File: src/hw/rtl/gar_pkg.sv
`timescale 1ns / 1ps
// ----------------------------------------------------------------------------
// gar_pkg
// Types and constants shared by the glyph alpha run blender and its channels.
// ----------------------------------------------------------------------------
package gar_pkg;

  // longest run before a forced flush
  localparam int unsigned MaxRowWidth = 255;

  localparam logic [7:0] AlphaBack = 8'h00;
  localparam logic [7:0] AlphaFore = 8'hFF;

  // configuration register indexes
  localparam logic CfgFgColor = 1'b0;
  localparam logic CfgBgColor = 1'b1;

  // command queue depth
  localparam int unsigned QueueDepth = 4;
  localparam int unsigned QueuePtrW  = $clog2(QueueDepth);
  localparam int unsigned QueueCntW  = $clog2(QueueDepth + 1);

  typedef struct packed {
    logic [7:0] alpha;
    logic       row_end;
  } pix_t;

  typedef struct packed {
    logic [15:0] color;
    logic [7:0]  run_length;
    logic        last;
  } cmd_t;

  // blend one RGB565 pixel between foreground and background
  function automatic logic [15:0] blend565(logic [7:0] a, logic [15:0] fgc, logic [15:0] bgc);
    logic [7:0]  na;
    logic [13:0] r_sum;
    logic [14:0] g_sum;
    logic [13:0] b_sum;
    na    = AlphaFore - a;
    r_sum = 14'({fgc[15:11], 1'b1}) * 14'(a) + 14'({bgc[15:11], 1'b1}) * 14'(na);
    g_sum = 15'({fgc[10:5], 1'b1}) * 15'(a) + 15'({bgc[10:5], 1'b1}) * 15'(na);
    b_sum = 14'({fgc[4:0], 1'b1}) * 14'(a) + 14'({bgc[4:0], 1'b1}) * 14'(na);
    return {r_sum[13:9], g_sum[14:9], b_sum[13:9]};
  endfunction

endpackage

File: src/hw/rtl/gar_if.sv
`timescale 1ns / 1ps
// ----------------------------------------------------------------------------
// gar_pix_if / gar_cmd_if
// Valid/ready channels for glyph pixels in and write commands out.
// ----------------------------------------------------------------------------
interface gar_pix_if;
  logic          valid;
  logic          ready;
  gar_pkg::pix_t data;

  modport source (output valid, output data, input ready);
  modport sink   (input valid, input data, output ready);
endinterface

interface gar_cmd_if;
  logic          valid;
  logic          ready;
  gar_pkg::cmd_t data;

  modport source (output valid, output data, input ready);
  modport sink   (input valid, input data, output ready);
endinterface

File: src/hw/rtl/glyph_alpha_run_blender_unit.sv
`timescale 1ns / 1ps
// ----------------------------------------------------------------------------
// glyph_alpha_run_blender_unit
// Turns glyph coverage pixels into RGB565 (colour, run length) write commands.
// ----------------------------------------------------------------------------
// One pixel is accepted per clock while the queue has room. A pixel is held in
// the input register, then its zero, one or two commands are written into a
// four-entry command queue, which drains one command per clock to the write
// port while the sink is ready. The input side keeps taking a pixel every
// cycle as long as the queue has room for two more commands after this
// cycle's drain. A pixel adds two commands when it flushes a pending run and
// then emits its own command: a partial pixel after a run, or a run pixel that
// closes its own run (row end or maximum width) after a run of the other kind.
// Every flushed run covers at least one earlier pixel, so commands never outpace
// pixels and sustained throughput is one pixel per clock unless the sink stalls.
// A command is offered once its pixel has moved from the input register to the queue.
module glyph_alpha_run_blender_unit (
  input  logic        clk_i,
  input  logic        rst_ni,
  input  logic        cfg_we_i,
  input  logic        cfg_idx_i,
  input  logic [15:0] cfg_wdata_i,
  gar_pix_if.sink     pix_i,
  gar_cmd_if.source   cmd_o
);

  logic [15:0] fg_color_q, bg_color_q;
  logic        in_valid_q;
  gar_pkg::pix_t in_q;
  logic [7:0]  fore_run_q, fore_run_d;
  logic [7:0]  back_run_q, back_run_d;

  gar_pkg::cmd_t queue_q [gar_pkg::QueueDepth];
  logic [gar_pkg::QueuePtrW-1:0] wr_ptr_q, rd_ptr_q;
  logic [gar_pkg::QueueCntW-1:0] count_q;

  logic advance, pop;
  logic c0_valid, c1_valid;
  gar_pkg::cmd_t c0, c1;
  logic [7:0] fore_inc, back_inc;
  logic [1:0] n_push;

  // configuration registers
  always_ff @(posedge clk_i or negedge rst_ni) begin
    if (!rst_ni) begin
      fg_color_q <= '0;
      bg_color_q <= '0;
    end else if (cfg_we_i) begin
      case (cfg_idx_i)
        gar_pkg::CfgFgColor: fg_color_q <= cfg_wdata_i;
        gar_pkg::CfgBgColor: bg_color_q <= cfg_wdata_i;
        default: ;
      endcase
    end
  end

  // queue handshake and stage advance
  assign pop     = cmd_o.valid && cmd_o.ready;
  assign advance = in_valid_q &&
                   ((count_q - gar_pkg::QueueCntW'(pop)) <= gar_pkg::QueueCntW'(2));
  assign pix_i.ready = !in_valid_q || advance;

  // input register
  always_ff @(posedge clk_i or negedge rst_ni) begin
    if (!rst_ni) begin
      in_valid_q <= 1'b0;
    end else if (pix_i.ready) begin
      in_valid_q <= pix_i.valid;
    end
  end

  always_ff @(posedge clk_i) begin
    if (pix_i.ready && pix_i.valid) begin
      in_q <= pix_i.data;
    end
  end

  // run counting and command generation
  assign fore_inc = fore_run_q + 8'd1;
  assign back_inc = back_run_q + 8'd1;

  always_comb begin
    fore_run_d = fore_run_q;
    back_run_d = back_run_q;
    c0_valid   = 1'b0;
    c1_valid   = 1'b0;
    c0         = '0;
    c1         = '0;
    if (in_q.alpha == gar_pkg::AlphaBack) begin
      c0_valid   = fore_run_q != 8'd0;
      c0         = '{color: fg_color_q, run_length: fore_run_q, last: 1'b0};
      fore_run_d = '0;
      back_run_d = back_inc;
      if (in_q.row_end || 32'(back_inc) >= gar_pkg::MaxRowWidth) begin
        c1_valid   = 1'b1;
        c1         = '{color: bg_color_q, run_length: back_inc, last: 1'b0};
        back_run_d = '0;
      end
    end else if (in_q.alpha == gar_pkg::AlphaFore) begin
      c0_valid   = back_run_q != 8'd0;
      c0         = '{color: bg_color_q, run_length: back_run_q, last: 1'b0};
      back_run_d = '0;
      fore_run_d = fore_inc;
      if (in_q.row_end || 32'(fore_inc) >= gar_pkg::MaxRowWidth) begin
        c1_valid   = 1'b1;
        c1         = '{color: fg_color_q, run_length: fore_inc, last: 1'b0};
        fore_run_d = '0;
      end
    end else begin
      // at most one run is pending; background takes priority
      if (back_run_q != 8'd0) begin
        c0_valid = 1'b1;
        c0       = '{color: bg_color_q, run_length: back_run_q, last: 1'b0};
      end else if (fore_run_q != 8'd0) begin
        c0_valid = 1'b1;
        c0       = '{color: fg_color_q, run_length: fore_run_q, last: 1'b0};
      end
      c1_valid   = 1'b1;
      c1         = '{color: gar_pkg::blend565(in_q.alpha, fg_color_q, bg_color_q),
                     run_length: 8'd1, last: 1'b0};
      fore_run_d = '0;
      back_run_d = '0;
    end
    // mark the final command of this transaction
    if (c1_valid) begin
      c1.last = 1'b1;
    end else begin
      c0.last = 1'b1;
    end
  end

  // run state
  always_ff @(posedge clk_i or negedge rst_ni) begin
    if (!rst_ni) begin
      fore_run_q <= '0;
      back_run_q <= '0;
    end else if (advance) begin
      fore_run_q <= fore_run_d;
      back_run_q <= back_run_d;
    end
  end

  // command queue
  assign n_push = advance ? {1'b0, c0_valid} + {1'b0, c1_valid} : 2'd0;

  always_ff @(posedge clk_i) begin
    if (advance) begin
      if (c0_valid) begin
        queue_q[wr_ptr_q] <= c0;
        if (c1_valid) begin
          queue_q[wr_ptr_q + gar_pkg::QueuePtrW'(1)] <= c1;
        end
      end else if (c1_valid) begin
        queue_q[wr_ptr_q] <= c1;
      end
    end
  end

  always_ff @(posedge clk_i or negedge rst_ni) begin
    if (!rst_ni) begin
      wr_ptr_q <= '0;
      rd_ptr_q <= '0;
      count_q  <= '0;
    end else begin
      wr_ptr_q <= wr_ptr_q + gar_pkg::QueuePtrW'(n_push);
      rd_ptr_q <= rd_ptr_q + gar_pkg::QueuePtrW'(pop);
      count_q  <= count_q + gar_pkg::QueueCntW'(n_push) - gar_pkg::QueueCntW'(pop);
    end
  end

  // output side
  assign cmd_o.valid = count_q != '0;
  assign cmd_o.data  = queue_q[rd_ptr_q];

endmodule

File: src/flat_wrapper.sv
// flat-port wrapper written by rule: the top's interface ports become plain ports
module glyph_alpha_run_blender_unit_flat 
  (clk_i, rst_ni, cfg_we_i, cfg_idx_i, cfg_wdata_i, pix_i_valid, pix_i_data, pix_i_ready, cmd_o_valid, cmd_o_data, cmd_o_ready);
  gar_pix_if pix_i_i ();
  gar_cmd_if cmd_o_i ();
  input  logic clk_i;
  input  logic rst_ni;
  input  logic cfg_we_i;
  input  logic cfg_idx_i;
  input  logic [15:0] cfg_wdata_i;
  input wire logic [$bits(pix_i_i.valid)-1:0] pix_i_valid;
  input wire logic [$bits(pix_i_i.data)-1:0] pix_i_data;
  output wire logic [$bits(pix_i_i.ready)-1:0] pix_i_ready;
  output wire logic [$bits(cmd_o_i.valid)-1:0] cmd_o_valid;
  output wire logic [$bits(cmd_o_i.data)-1:0] cmd_o_data;
  input wire logic [$bits(cmd_o_i.ready)-1:0] cmd_o_ready;
  assign pix_i_i.valid = pix_i_valid;
  assign pix_i_i.data = pix_i_data;
  assign pix_i_ready = pix_i_i.ready;
  assign cmd_o_valid = cmd_o_i.valid;
  assign cmd_o_data = cmd_o_i.data;
  assign cmd_o_i.ready = cmd_o_ready;
  glyph_alpha_run_blender_unit u_core (.clk_i(clk_i), .rst_ni(rst_ni), .cfg_we_i(cfg_we_i), .cfg_idx_i(cfg_idx_i), .cfg_wdata_i(cfg_wdata_i), .pix_i(pix_i_i), .cmd_o(cmd_o_i));
endmodule
File: config.mk
export PLATFORM = sky130hd
export DESIGN_NAME = glyph_alpha_run_blender_unit_flat
export DESIGN_NICKNAME = d
export VERILOG_FILES = /design/src/hw/rtl/gar_pkg.sv /design/src/hw/rtl/gar_if.sv /design/src/hw/rtl/glyph_alpha_run_blender_unit.sv /design/src/flat_wrapper.sv
export SDC_FILE = /design/constraint.sdc
export NUM_CORES = 1
export LEC_CHECK = 0
export ABC_AREA = 1
export BUFFER_PORTS_ARGS = -buffer_cell sky130_fd_sc_hd__buf_2
export CELL_PAD_IN_SITES_DETAIL_PLACEMENT = 0
export CELL_PAD_IN_SITES_GLOBAL_PLACEMENT = 1
export CORE_UTILIZATION = 45
export CTS_CLUSTER_SIZE = 30
export DETAILED_ROUTE_END_ITERATION = 6
export MAX_ROUTING_LAYER = met4
export PLACE_DENSITY_LB_ADDON = 0.1
export SLEW_MARGIN = 20
export SYNTH_ARGS = -nofsm -noshare
export SYNTH_HDL_FRONTEND = slang
export SYNTH_SLANG_ARGS = --single-unit
File: constraint.sdc
create_clock -name clk_i -period 6.5 [get_ports clk_i]
set_input_delay 0.975 -clock clk_i [delete_from_list [all_inputs] [get_ports clk_i]]
set_output_delay 0.975 -clock clk_i [all_outputs]
set_load 0.01 [all_outputs]
==> metrics.md <==
| Metric | Value |
|---|---|
| Status | complete, no violations |
| Maximum number of pins on one net before global-route repair | 57 |
| Hold buffer count at CTS | 0 |
| Sinks on the clock net | 165 |
| Total I/O pin count | 58 |
| Setup violation total in the final timing report | 0 |
| Proportion of layout cells with a drive suffix above 1 | 8.25% |
| Remaining design rule violation count | 0 |
| Min-delay src | u_core.in_valid_q |
| Area of the mapped netlist | 19000 um2 |
| Die boundary height | 208 um |
| Die outline area | 43100 um2 |
| Buffer type at the clock tree root | clkbuf_16 |
| Data arrival time of the critical path | 6060 ps |
| Total via count in the routed design | 16100 |
| Critical path endpoint category | flip-flop |
| Sum of net half-perimeters after detailed placement | 43.3 mm |
| Maximum clock skew at final layout | 12.6 ps |
| Placement Rows | 74 |
| Worst Setup Path Type | reg -> reg |
| Number of nets in the synthesized netlist | 2833 |
| Minimum period implied by the final worst setup slack | 5850 ps |
| Cell family with the largest share of critical-path delay | adder cells |
| Number of distinct library cell variants in the gate-level netlist after synthesis | 40 |
| Final setup margin | 649 ps |
| Worst setup SP type | flip-flop |
| Antenna Violating Nets Remaining | 0 |
| Relative slew margins | 32.6% |
| Post-Synthesis Mean Instance Area | 7.76 um2 |
| Inserted Clock Buffers | 17 |
| Input/output buffers | 57 |
| Crit path largest cell delay | 590 ps |
| Number of DRC markers in iteration 0 | 1246 |
| RSZ-0062 raised after global routing | false |
| Max Root-Sink Buffers | 2 |
| Number of antenna violations at the first check in global routing | 1 |
| Crit path from | u_core.in_q[6] |
| Sum of negative setup slack | 0 ps |
| Transition time at the pin with the least slew margin | 1010 ps |
| Instance count of the mapped netlist | 2451 |
| Growth of design area from synthesis to finish | 7.64% |
| CP Cell Sequence | inv_1 -> nand2_1 -> fa_1 -> inv_1 -> fa_1 -> inv_1 -> fa_1 -> inv_1 -> fa_1 -> fa_1 -> ha_1 -> ha_1 -> nand2_1 -> nor3_1 -> and2_1 -> nand2_1 -> nand3_1 -> nand3_1 -> nand3_1 -> nand3_1 -> nand3_1 -> nand2_1 |
| Global-route wire length before repair | 92.0 mm |
| Clock Pin Slew Worst Setup and Hold Paths | 70 ps |
| Critical R2R Launch | u_core.in_q[6] |
| Place WS | 681 ps |
| CTS HTree Levels | 4 |
| Number of detailed-routing iterations run before antenna repair | 5 |
| Utilization after layout | 49.6% |
| Clock tree from TritonCTS | done |
| Number of max-slew violations in the final report | 0 |
| Detailed-route wire length | 58.1 mm |
| Required time worst endpoint | 6710 ps |
| Number of filler cells placed in the layout | 4102 |
| Class of the tightest hold or removal check | reg -> reg |
| Critical path buffers and inverters | 4 |
| Core Area | 41300 um2 |
| Peak fanout along the critical path | 10 |
| Post-CTS Setup Bufs | 0 |
| Count of maximum capacitance violations | 0 |
| Number of diodes added for antenna fixing | 0 |
| CTS resizes | 0 |
| Routed length per instance | 19.3 um |
| Slowest cell on the critical path | edfxtp_1 |
| Period utilization | 90.0% |
| Fin. Hold Viols | 0 |
| Yosys warns | 0 |
| Starting density of the core | 46.1% |
| Global router's overall resource usage | 28.8% |
| Sequential cell area fraction in the yosys report | 24.6% |
| Register bit total from synthesis | 165 |
| DIE WIDTH | 208 um |
| Highest clock rate | 0.171 GHz |
| Clock latency at the later pin of the worst-skew pair | 460 ps |
| Post-synth EDFFs | 109 |
| Ys flop type | edfxtp_1 |
| Share of flip-flops with an asynchronous set or reset | 33.9% |
| Number of global-route vias before repair | 16400 |
| Total grt overflow | 0 |
| Weighted congestion at the end of routability-driven global placement | 0.939 |
| Vias per cell | 5.37 |
| Final net count | 2843 |
[layout by cell type (no fill, tap or decap), drive strengths merged]
| cell | netlist | routed |
|---|---|---|
| bufinv | 0 | 4 |
| edfxtp | 109 | 109 |
| clkinvlp | 0 | 1 |
| inv | 471 | 479 |
| and2 | 2 | 2 |
| o21bai | 8 | 8 |
| xnor2 | 5 | 5 |
| nor4 | 1 | 1 |
| o31ai | 2 | 2 |
| a21o | 2 | 2 |
| nand2 | 640 | 640 |
| o21ai | 144 | 144 |
| nand3 | 250 | 250 |
| nand3b | 3 | 3 |
| o221ai | 4 | 4 |
| clkinv | 0 | 1 |
| xor2 | 8 | 8 |
| dfrtp | 56 | 56 |
| nor2 | 188 | 188 |
| a21oi | 32 | 32 |
| nor3 | 3 | 3 |
| clkbuf | 61 | 18 |
| o22ai | 31 | 31 |
| ha | 137 | 137 |
| fa | 214 | 214 |
| nand4 | 12 | 12 |
| o21a | 2 | 2 |
| o211ai | 2 | 2 |
| buf | 57 | 109 |
| or2 | 7 | 7 |
[flip-flops by register name, summed over array words and instances, names as in the netlist]
| name | flops |
|---|---|
| u_core.in_q | 9 |
| u_core.wr_ptr_q | 2 |
| u_core.back_run_q | 8 |
| u_core.count_q | 3 |
| u_core.fore_run_q | 8 |
| u_core.in_valid_q | 1 |
| u_core.rd_ptr_q | 2 |
| u_core.bg_color_q | 16 |
| u_core.fg_color_q | 16 |
| u_core.queue_q | 100 |
[worst reg2reg max path, stage by stage (launching register included)]
cell	delay (ps)
edfxtp_1	590
inv_1	300
nand2_1	120
fa_1	520
inv_1	50
fa_1	480
inv_1	50
fa_1	470
inv_1	50
fa_1	510
fa_1	470
ha_1	320
ha_1	410
nand2_1	140
nor3_1	250
and2_1	170
nand2_1	70
nand3_1	70
nand3_1	100
nand3_1	140
nand3_1	130
nand3_1	130
nand2_1	60
[Yosys cell counts, types with 4 or more instances]
library cell,number,area (um2)
buf_6,4,45.0
a21oi_1,32,160
o21ai_1,37,185
fa_1,214,4280
nor2_4,5,56.3
o21bai_1,8,60.1
nand2_1,613,2300
ha_1,137,1710
nor2_1,181,679
nand4_1,12,75.1
xnor2_1,5,43.8
nand3_1,248,1240
o21ai_0,105,526
dfrtp_1,56,1400
buf_2,38,190
or2_2,5,31.3
xor2_1,8,70.1
clkbuf_1,61,229
inv_1,457,1720
buf_4,7,52.6
buf_1,7,26.3
nand2_2,24,150
inv_2,14,52.6
o221ai_1,4,35.0
o22ai_1,31,194
edfxtp_1,109,3270
[worst paths after layout]
kind / endpoint / slack, ps / depth (start not counted)
max: u_core.queue_q[3][19] / 650 / 22
min: u_core.in_valid_q / 530 / 2
max reg2reg: u_core.queue_q[3][19] / 650 / 22
min reg2reg: u_core.in_valid_q / 530 / 2
max in group asynchronous: u_core.bg_color_q[5] / 5230 / 2
min in group asynchronous: u_core.rd_ptr_q[1] / 700 / 2
[cell families after synthesis]
group / share of synthesized area (%)
flops: 24.6
fa+ha+maj: 31.5
xor+xnor: 0.598
buf+inv: 12.3
simple gates: 24.5
compound gates: 6.50
[layout make-up]
| class | instances | area (um2) | share of cell area (%) |
|---|---|---|---|
| Tap cell | 532 | 666 | 3.25 |
| Sequential cell | 165 | 4670 | 22.8 |
| Timing Repair Buffer | 109 | 688 | 3.36 |
| Inverter | 471 | 1770 | 8.63 |
| Clock buffer | 18 | 429 | 2.10 |
| Clock inverter | 14 | 214 | 1.04 |
| Multi-Input combinational cell | 1697 | 12000 | 58.8 |
[metrics by stage]
| stage | instances | hold slack (ps) | cell area (um2) |
|---|---|---|---|
| final | 3006 | 528 | 20500 |
| after global routing | 3006 | 585 | 20500 |
| after CTS | 3006 | 537 | 20500 |
| after detailed placement | 2974 | 520 | 19800 |
| after global placement | 2974 | 507 | 19800 |
| after floorplan | 2451 | 477 | 19000 |
[routing by layer]
| layer | share of wire [%] | up-vias | global-route usage [%] |
|---|---|---|---|
| li1 | - | 7626 | - |
| met1 | 45 | 7868 | 38.2 |
| met2 | 47 | 561 | 46.3 |
| met3 | 6.3 | 90 | 3.74 |
| met4 | 2.5 | 0 | 8.48 |
| met5 | 0 | - | - |
Power is left out: the tool's default activity adds up to more than one toggle a clock period on the data nets, which glitch-free logic cannot reach.
